$ cat config.mk
export PLATFORM = sky130hd
export DESIGN_NAME = kruskal_union_find_edge_filter
export DESIGN_NICKNAME = d
export VERILOG_FILES = /design/src/rtl/kuf_pkg.sv /design/src/rtl/kuf_store.sv /design/src/rtl/kuf_ctrl.sv /design/src/rtl/kruskal_union_find_edge_filter.sv
export SDC_FILE = /design/constraint.sdc
export NUM_CORES = 1
export LEC_CHECK = 0
export BUFFER_PORTS_ARGS = -buffer_cell sky130_fd_sc_hd__buf_4
export CAP_MARGIN = 20
export CORE_MARGIN = 4
export CORE_UTILIZATION = 60
export DETAILED_ROUTE_END_ITERATION = 16
export PLACE_DENSITY = 0.75
export SLEW_MARGIN = 30
export SYNTH_ARGS = -nofsm -noshare
export SYNTH_HDL_FRONTEND = slang
export SYNTH_HIERARCHICAL = 1
export SYNTH_SLANG_ARGS = --single-unit
export TNS_END_PERCENT = 30
$ cat constraint.sdc
create_clock -name clock -period 6.5 [get_ports clock]
set_clock_uncertainty 0.15 [all_clocks]
set_input_delay 0.975 -clock clock [delete_from_list [all_inputs] [get_ports clock]]
set_output_delay 0.975 -clock clock [all_outputs]
set_load 0.005 [all_outputs]
$ cat src/rtl/kuf_pkg.sv
// ----------------------------------------------------------------------------
// kuf_pkg
// Shared types and constants for the union-find edge filter: edge and result
// payloads, sequencer states and the parent store command bundle.
// ----------------------------------------------------------------------------
package kuf_pkg;

   localparam int unsigned VERTEX_BITS       = 7;
   localparam int unsigned WEIGHT_FIELD_BITS = 15;
   localparam int unsigned VERTEX_SPACE      = 1 << VERTEX_BITS;
   localparam int unsigned MAX_VERTICES_DEF  = 128;
   localparam int unsigned WEIGHT_BITS_DEF   = 15;

   typedef logic [VERTEX_BITS-1:0] kuf_vertex_type;

   typedef struct packed {
      logic [VERTEX_BITS-1:0]       edge_from;
      logic [VERTEX_BITS-1:0]       edge_to;
      logic [WEIGHT_FIELD_BITS-1:0] edge_weight;
      logic                         last_edge;
   } kuf_req_type;

   typedef struct packed {
      logic                         accepted;
      logic [VERTEX_BITS-1:0]       out_from;
      logic [VERTEX_BITS-1:0]       out_to;
      logic [WEIGHT_FIELD_BITS-1:0] out_weight;
      logic                         out_last;
   } kuf_rsp_type;

   typedef enum logic [2:0] {
      ST_IDLE,
      ST_WALK_A,
      ST_WALK_B,
      ST_JOIN,
      ST_FINISH
   } kuf_state_type;

   // One command per cycle to the parent store
   typedef struct packed {
      logic           rd_en;
      logic           wr_en;
      logic           clear;
      kuf_vertex_type addr;
      kuf_vertex_type wr_data;
   } kuf_mem_cmd_type;

endpackage

$ cat src/rtl/kuf_store.sv
// ----------------------------------------------------------------------------
// kuf_store
// Union-find parent store: single-port memory with registered read and one
// root flag per vertex. A vertex whose flag is clear reads as its own parent.
// ----------------------------------------------------------------------------
module kuf_store #(
   parameter int unsigned DEPTH = kuf_pkg::MAX_VERTICES_DEF
) (
   input  logic                      clock,
   input  logic                      reset,
   input  kuf_pkg::kuf_mem_cmd_type  mem_cmd,
   output kuf_pkg::kuf_vertex_type   rd_parent
);
   import kuf_pkg::*;

   localparam int unsigned AW = $clog2(DEPTH);

   logic [AW-1:0]    mem [DEPTH];
   logic [DEPTH-1:0] linked_ff;
   logic [DEPTH-1:0] linked_in;
   logic [AW-1:0]    rd_data_ff;
   logic [AW-1:0]    rd_addr_ff;
   logic             rd_linked_ff;
   logic [AW-1:0]    addr;

   assign addr = mem_cmd.addr[AW-1:0];

   always_ff @(posedge clock) begin
      if (mem_cmd.wr_en) begin
         mem[addr] <= mem_cmd.wr_data[AW-1:0];
      end
      if (mem_cmd.rd_en) begin
         rd_data_ff   <= mem[addr];
         rd_addr_ff   <= addr;
         rd_linked_ff <= linked_ff[addr];
      end
   end

   // Clear wins over a link in the same cycle: the forest is dropped anyway
   always_comb begin
      linked_in = linked_ff;
      if (mem_cmd.clear) begin
         linked_in = '0;
      end else if (mem_cmd.wr_en) begin
         linked_in[addr] = 1'b1;
      end
   end

   always_ff @(posedge clock) begin
      if (reset) begin
         linked_ff <= '0;
      end else begin
         linked_ff <= linked_in;
      end
   end

   assign rd_parent = VERTEX_BITS'(rd_linked_ff ? rd_data_ff : rd_addr_ff);

endmodule

$ cat src/rtl/kuf_ctrl.sv
// ----------------------------------------------------------------------------
// kuf_ctrl
// Root-walk sequencer. One comparator is shared between the parent-link
// walks of both endpoints and the final root compare.
// ----------------------------------------------------------------------------
module kuf_ctrl #(
   parameter int unsigned MAX_VERTICES = kuf_pkg::MAX_VERTICES_DEF,
   parameter int unsigned WEIGHT_BITS  = kuf_pkg::WEIGHT_BITS_DEF,
   parameter int unsigned DEPTH        = kuf_pkg::MAX_VERTICES_DEF
) (
   input  logic                      clock,
   input  logic                      reset,
   input  logic                      req_valid,
   output logic                      req_ready,
   input  kuf_pkg::kuf_req_type      req_payload,
   input  logic                      out_free,
   output logic                      rsp_load,
   output kuf_pkg::kuf_rsp_type      rsp_next,
   output kuf_pkg::kuf_mem_cmd_type  mem_cmd,
   input  kuf_pkg::kuf_vertex_type   rd_parent
);
   import kuf_pkg::*;

   localparam int unsigned WKEEP = (WEIGHT_BITS < WEIGHT_FIELD_BITS) ?
                                   WEIGHT_BITS : WEIGHT_FIELD_BITS;
   localparam logic [WEIGHT_FIELD_BITS-1:0] WMASK =
      WEIGHT_FIELD_BITS'((64'd1 << WKEEP) - 64'd1);

   kuf_state_type  state_ff, state_in;
   kuf_req_type    edge_ff, edge_in;
   kuf_vertex_type cur_ff, cur_in;
   kuf_vertex_type ra_ff, ra_in;
   logic           acc_ff, acc_in;

   logic           in_range;
   kuf_vertex_type cmp_a;
   logic           same;

   assign in_range = (32'(req_payload.edge_from) < MAX_VERTICES) &&
                     (32'(req_payload.edge_to) < MAX_VERTICES);

   // Shared comparator: parent vs. current during walks, root A vs. root B at join
   always_comb begin
      unique case (state_ff)
         ST_JOIN: cmp_a = ra_ff;
         default: cmp_a = rd_parent;
      endcase
   end
   assign same = (cmp_a == cur_ff);

   always_comb begin
      state_in = state_ff;
      unique case (state_ff)
         ST_IDLE: begin
            if (req_valid) begin
               state_in = in_range ? ST_WALK_A : ST_FINISH;
            end
         end
         ST_WALK_A: begin
            if (same) begin
               state_in = ST_WALK_B;
            end
         end
         ST_WALK_B: begin
            if (same) begin
               state_in = ST_JOIN;
            end
         end
         ST_JOIN:   state_in = ST_FINISH;
         ST_FINISH: begin
            if (out_free) begin
               state_in = ST_IDLE;
            end
         end
         default:   state_in = ST_IDLE;
      endcase
   end

   always_comb begin
      req_ready = 1'b0;
      rsp_load  = 1'b0;
      mem_cmd   = '0;
      edge_in   = edge_ff;
      cur_in    = cur_ff;
      ra_in     = ra_ff;
      acc_in    = acc_ff;
      unique case (state_ff)
         ST_IDLE: begin
            req_ready = 1'b1;
            if (req_valid) begin
               edge_in       = req_payload;
               cur_in        = req_payload.edge_from;
               acc_in        = 1'b0;
               mem_cmd.rd_en = in_range;
               mem_cmd.addr  = req_payload.edge_from;
            end
         end
         ST_WALK_A: begin
            mem_cmd.rd_en = 1'b1;
            if (same) begin
               // root of the first endpoint found; start on the second
               ra_in        = cur_ff;
               cur_in       = edge_ff.edge_to;
               mem_cmd.addr = edge_ff.edge_to;
            end else begin
               cur_in       = rd_parent;
               mem_cmd.addr = rd_parent;
            end
         end
         ST_WALK_B: begin
            if (!same) begin
               mem_cmd.rd_en = 1'b1;
               mem_cmd.addr  = rd_parent;
               cur_in        = rd_parent;
            end
         end
         ST_JOIN: begin
            acc_in = !same;
         end
         ST_FINISH: begin
            if (out_free) begin
               rsp_load        = 1'b1;
               mem_cmd.wr_en   = acc_ff;
               mem_cmd.addr    = ra_ff;
               mem_cmd.wr_data = cur_ff;
               mem_cmd.clear   = edge_ff.last_edge;
            end
         end
         default: begin
            req_ready = 1'b0;
         end
      endcase
   end

   always_ff @(posedge clock) begin
      if (reset) begin
         state_ff <= ST_IDLE;
      end else begin
         state_ff <= state_in;
      end
   end

   always_ff @(posedge clock) begin
      edge_ff <= edge_in;
      cur_ff  <= cur_in;
      ra_ff   <= ra_in;
      acc_ff  <= acc_in;
   end

   always_comb begin
      rsp_next.accepted   = acc_ff;
      rsp_next.out_from   = edge_ff.edge_from;
      rsp_next.out_to     = edge_ff.edge_to;
      rsp_next.out_weight = edge_ff.edge_weight & WMASK;
      rsp_next.out_last   = edge_ff.last_edge;
   end

`ifndef ASSERT_OFF
   // Only distinct roots are ever linked
   a_link_distinct: assert property (@(posedge clock) disable iff (reset)
      mem_cmd.wr_en |-> (ra_ff != cur_ff))
      else $error("link between equal roots");

   a_load_free: assert property (@(posedge clock) disable iff (reset)
      rsp_load |-> out_free)
      else $error("result loaded while output register full");

   a_parent_bound: assert property (@(posedge clock) disable iff (reset)
      (state_ff == ST_WALK_A || state_ff == ST_WALK_B) |-> (32'(rd_parent) < DEPTH))
      else $error("parent link outside store");

   a_busy_after_accept: assert property (@(posedge clock) disable iff (reset)
      (req_valid && req_ready) |=> (state_ff != ST_IDLE))
      else $error("sequencer idle after edge transfer");
`endif

endmodule

$ cat src/rtl/kruskal_union_find_edge_filter.sv
// ----------------------------------------------------------------------------
// kruskal_union_find_edge_filter
// Edge acceptance stage of a minimum spanning tree flow over a union-find
// parent store.
//
// Usage:
//   req_* carries one edge per transfer (valid/ready). Edges are expected in
//   nondecreasing weight order; the weight is only echoed, masked to WEIGHT_BITS.
//   rsp_* returns exactly one result per edge: accepted is set when the edge
//   joins two separate trees, and the edge fields are echoed.
//   An edge with last_edge set clears the forest once its result is loaded.
//   Each edge walks da and db parent links from its endpoints to their
//   roots; each link is one read of the single-port store. A new edge is
//   taken only after the previous result has been loaded. The result is
//   registered and appears in the cycle after the sequencer finishes. An edge
//   with an endpoint outside the vertex range is rejected without a walk.
//   A full output register holds the sequencer in its last state until
//   rsp_ready frees it; req_ready stays low meanwhile.
//   Reset clears all root flags at once, so every vertex is its own root; no
//   clearing pass is needed.
// ----------------------------------------------------------------------------
module kruskal_union_find_edge_filter #(
   parameter int unsigned MAX_VERTICES = kuf_pkg::MAX_VERTICES_DEF,
   parameter int unsigned WEIGHT_BITS  = kuf_pkg::WEIGHT_BITS_DEF
) (
   input  logic                  clock,
   input  logic                  reset,
   input  logic                  req_valid,
   output logic                  req_ready,
   input  kuf_pkg::kuf_req_type  req_payload,
   output logic                  rsp_valid,
   input  logic                  rsp_ready,
   output kuf_pkg::kuf_rsp_type  rsp_payload
);
   import kuf_pkg::*;

   // Vertex indices are 7 bits wide, so no more entries can ever be reached
   localparam int unsigned DEPTH = (MAX_VERTICES < VERTEX_SPACE) ?
                                   MAX_VERTICES : VERTEX_SPACE;

   kuf_mem_cmd_type mem_cmd;
   kuf_vertex_type  rd_parent;
   kuf_rsp_type     rsp_next;
   logic            rsp_load;
   logic            out_free;
   logic            rsp_valid_ff, rsp_valid_in;
   kuf_rsp_type     rsp_payload_ff, rsp_payload_in;

   assign out_free = !rsp_valid_ff || rsp_ready;

   kuf_ctrl #(
      .MAX_VERTICES (MAX_VERTICES),
      .WEIGHT_BITS  (WEIGHT_BITS),
      .DEPTH        (DEPTH)
   ) u_ctrl (
      .clock       (clock),
      .reset       (reset),
      .req_valid   (req_valid),
      .req_ready   (req_ready),
      .req_payload (req_payload),
      .out_free    (out_free),
      .rsp_load    (rsp_load),
      .rsp_next    (rsp_next),
      .mem_cmd     (mem_cmd),
      .rd_parent   (rd_parent)
   );

   kuf_store #(
      .DEPTH (DEPTH)
   ) u_store (
      .clock     (clock),
      .reset     (reset),
      .mem_cmd   (mem_cmd),
      .rd_parent (rd_parent)
   );

   // Output register: load a finished result, drop it on transfer
   always_comb begin
      rsp_valid_in   = rsp_valid_ff;
      rsp_payload_in = rsp_payload_ff;
      if (rsp_load) begin
         rsp_valid_in   = 1'b1;
         rsp_payload_in = rsp_next;
      end else if (rsp_ready) begin
         rsp_valid_in = 1'b0;
      end
   end

   always_ff @(posedge clock) begin
      if (reset) begin
         rsp_valid_ff <= 1'b0;
      end else begin
         rsp_valid_ff <= rsp_valid_in;
      end
   end

   always_ff @(posedge clock) begin
      rsp_payload_ff <= rsp_payload_in;
   end

   assign rsp_valid   = rsp_valid_ff;
   assign rsp_payload = rsp_payload_ff;

endmodule

==> impl_metrics.ini <==
[worst_setup_path]
cp-end-kind = flop
critPathArrivalTime_ps = 6540
path_max_fanout = 30
critPathRequiredTime_ps = 6670
cp-start-kind = flop
crit_type = reg2reg
reg2regPathDepth = 13

[power_and_ir_drop]
power_density_mw_per_mm2 = 358.5
power.total_mw = 17.80
p_leak_nw = 18.33
ir_drop_v = 0.0002799

[synthesis]
synth_edf_count = 987
synth_top_area_cell = edfxtp_1
ys_types = 91
syn_inst = 2709
yosys_most_used_dff = edfxtp_1
synth_top_area_share_pct = 67.87
synth_fp_nets = 2743
async_reset_ff_share_pct = 0
synth.avg_cell_area_um2 = 16.12
synth_area_mm2 = 0.04367
yosysWarningCount = 6
seq_area_frac_synth_pct = 73.92
synthTopCellsByArea = edfxtp_1 68%, dfxtp_1 6.1%, a221oi_1 3.9%
ys_seq_elements = 1119

[placed_design]
pre_cts_ws_ps = 76.04
portBuffers = 66
placed_cell_area_mm2 = 0.04592
gp_congestion = 0.9593
dp.final_hpwl_um = 79080

[cts]
cts.clk_slew.worst_paths_ps = 60
clock_path_buffers = 3
hold_buffers = 0
cts_root_buffer = clkbuf_16
numClockSinks = 1119
insertion_delay_ps = 680
ctsHtreeMaxLevel = 3
cts_tree = done
cts_buffers = 107

[sta]
drv_slew = 0
finalHoldViolCount = 0
worst_slew_pin_slew_ps = 1077
rsz0062_at_grt = no
finalSetupViolCount = 0
fmax_mhz = 157.0
relSlewSlack_pct = 26.37
final.setup.worst_slack_ps = 129.5
fin_setup_tns_ps = 0
period_share_pct = 98.01
min_period_ps = 6371

[die]
die_h_um = 277.8
num_rows = 98
dieArea_mm2 = 0.07716
io_pins = 67
fp.coreArea_mm2 = 0.07185
fp.dieW_um = 277.8
start_util_pct = 60.77

[final_layout]
num-nets-final = 2894
final_util_pct = 69.12
final_area_mm2 = 0.04967
drive_gt1_share_pct = 18.11
syn2layout_area_growth_pct = 13.74

[global_route]
antenna_found_initial = 1
grt_first_pass_wirelength_um = 183700
overflow = 0
grt_max_degree = 129
grt_pass1_vias = 27170
track_usage_pct = 32.20

[status]
status = complete, no violations

[drt]
drt_pass1_iterations = 6
post_drt_wl_per_cell_um = 32.48
ant_nets = 0
drt_iter0_markers = 4585
drc = 0
vias = 27820
finalWirelength_um = 126800
viasPerCell = 7.124

[flow_run]
cap_viol_max_count = 0

[hold_path]
whs_path_depth = 0
hold_class = reg2reg
==> repair_timing <==
action,CTS,global route
gates resized for setup,0,3
setup endpoints to repair,0,2
buffers inserted,0,0
==> cells in the mapped netlist (all sizes together) (5+ instances only) <==
cell	count
nand3	32
a31oi	5
o221ai	14
and2	16
nand2b	9
o2111ai	5
a22oi	71
mux4	22
nor4	6
nand4	6
clkbuf	67
dfxtp	132
nand2	71
edfxtp	987
mux2i	143
o2bb2ai	8
and3	6
a21boi	9
a221o	6
nor3	13
a221oi	195
nor2	181
o21ai	67
o22ai	65
nand3b	9
inv	11
o22a	20
nor2b	13
a211o	11
a2111oi	24
mux2	42
a21oi	58
o21a	131
buf	138
o211ai	12
a211oi	16
a22o	29
or3b	14
==> path summary, 6_finish.rpt <==
path         slack, ps                from                   end
max reg2reg        130  u_ctrl/state_ff[0]  u_store/rd_linked_ff
min                270  u_ctrl/rsp_next[6]        rsp_payload[6]
min reg2reg        270  u_ctrl/rsp_next[6]        rsp_payload[6]
max                130  u_ctrl/state_ff[0]  u_store/rd_linked_ff
==> final cells by class <==
type / instances / area, µm²
Timing Repair Buffer: 247 / 2135
Fill cell: 4665 / 22190
Clock inverter: 44 / 560.5
Clock buffer: 159 / 3118
Sequential cell: 1119 / 32280
Antenna cell: 1 / 2.502
Tap cell: 950 / 1189
Inverter: 12 / 47.55
Multi-Input combinational cell: 1373 / 10330
==> registers in the layout, summed over array words and instances, names as in the netlist <==
signal	cells
rsp_payload	31
u_ctrl/acc_ff	1
u_store/rd_data_ff	7
rsp_valid	1
u_ctrl/rsp_next	30
u_store/rd_addr_ff	7
u_ctrl/ra_ff	7
u_store/rd_linked_ff	1
u_ctrl/cur_ff	7
u_ctrl/state_ff	3
u_store/mem	896
u_store/linked_ff	128
==> cells by family (layout without fill, tap and decap cells) <==
kind of cell | after synthesis | in the layout | share of synthesized area, %
AO/OA/AOI/OAI | 768 | 768 | 13.44
XOR/XNOR | 7 | 7 | 0.1404
buffers and inverters | 217 | 462 | 2.685
flip-flops | 1119 | 1119 | 73.92
multiplexers | 207 | 207 | 5.539
other | 0 | 1 | 0
AND/OR/NAND/NOR | 391 | 391 | 4.275
==> per-layer routing <==
| metal | vias to the layer above | routed length (µm) | GRT usage, % |
|---|---|---|---|
| li1 | 11280 | - | - |
| met1 | 13810 | 44510 | 43.43 |
| met2 | 2256 | 56930 | 48.61 |
| met3 | 480 | 17850 | 9.519 |
| met4 | 0 | 7562 | 15.54 |
| met5 | - | 0 | 0 |
==> metrics by stage <==
| stage | hold slack (ps) | instances |
|---|---|---|
| 2_1_floorplan | 250.3 | 2709 |
| 3_3_place_gp | 251.9 | 3694 |
| 3_5_place_dp | 254.5 | 3699 |
| 4_1_cts | 268.3 | 3902 |
| 5_1_grt | 273.5 | 3904 |
| 6_report | 268.7 | 3905 |
==> critical path: stages, from the launching register on <==
cell      delay (ps)
dfxtp_1          750
nand3b_4         230
mux2_4           340
a2111o_1         450
a211oi_4         560
nor3_2           240
a211o_4          560
and2b_4          770
buf_4            310
a221oi_1         110
o22ai_1          320
o2111a_1         230
o21ai_0           80
a311oi_1         880
==> cell usage in the layout, fill, tap and decap left out, types with 30 or more instances in the layout <==
master	synthesis	layout
clkbuf_1	67	32
o21ai_0	56	56
mux2_2	30	30
nand2_1	71	71
nor2_1	179	175
a221oi_1	194	194
a21oi_1	57	57
mux2i_1	143	143
nand3_1	31	31
edfxtp_1	987	987
buf_4	21	227
a22oi_1	71	71
dfxtp_1	132	132
clkbuf_16	0	111
o21a_1	131	131
o22ai_1	65	65
==> where the power goes <==
part / switching [mW] / internal (mW)
Combinational: 2.47 / 1.03
Sequential: 0.0545 / 7.81
Clock: 2.64 / 3.80
(Power assumes the default switching activity.)
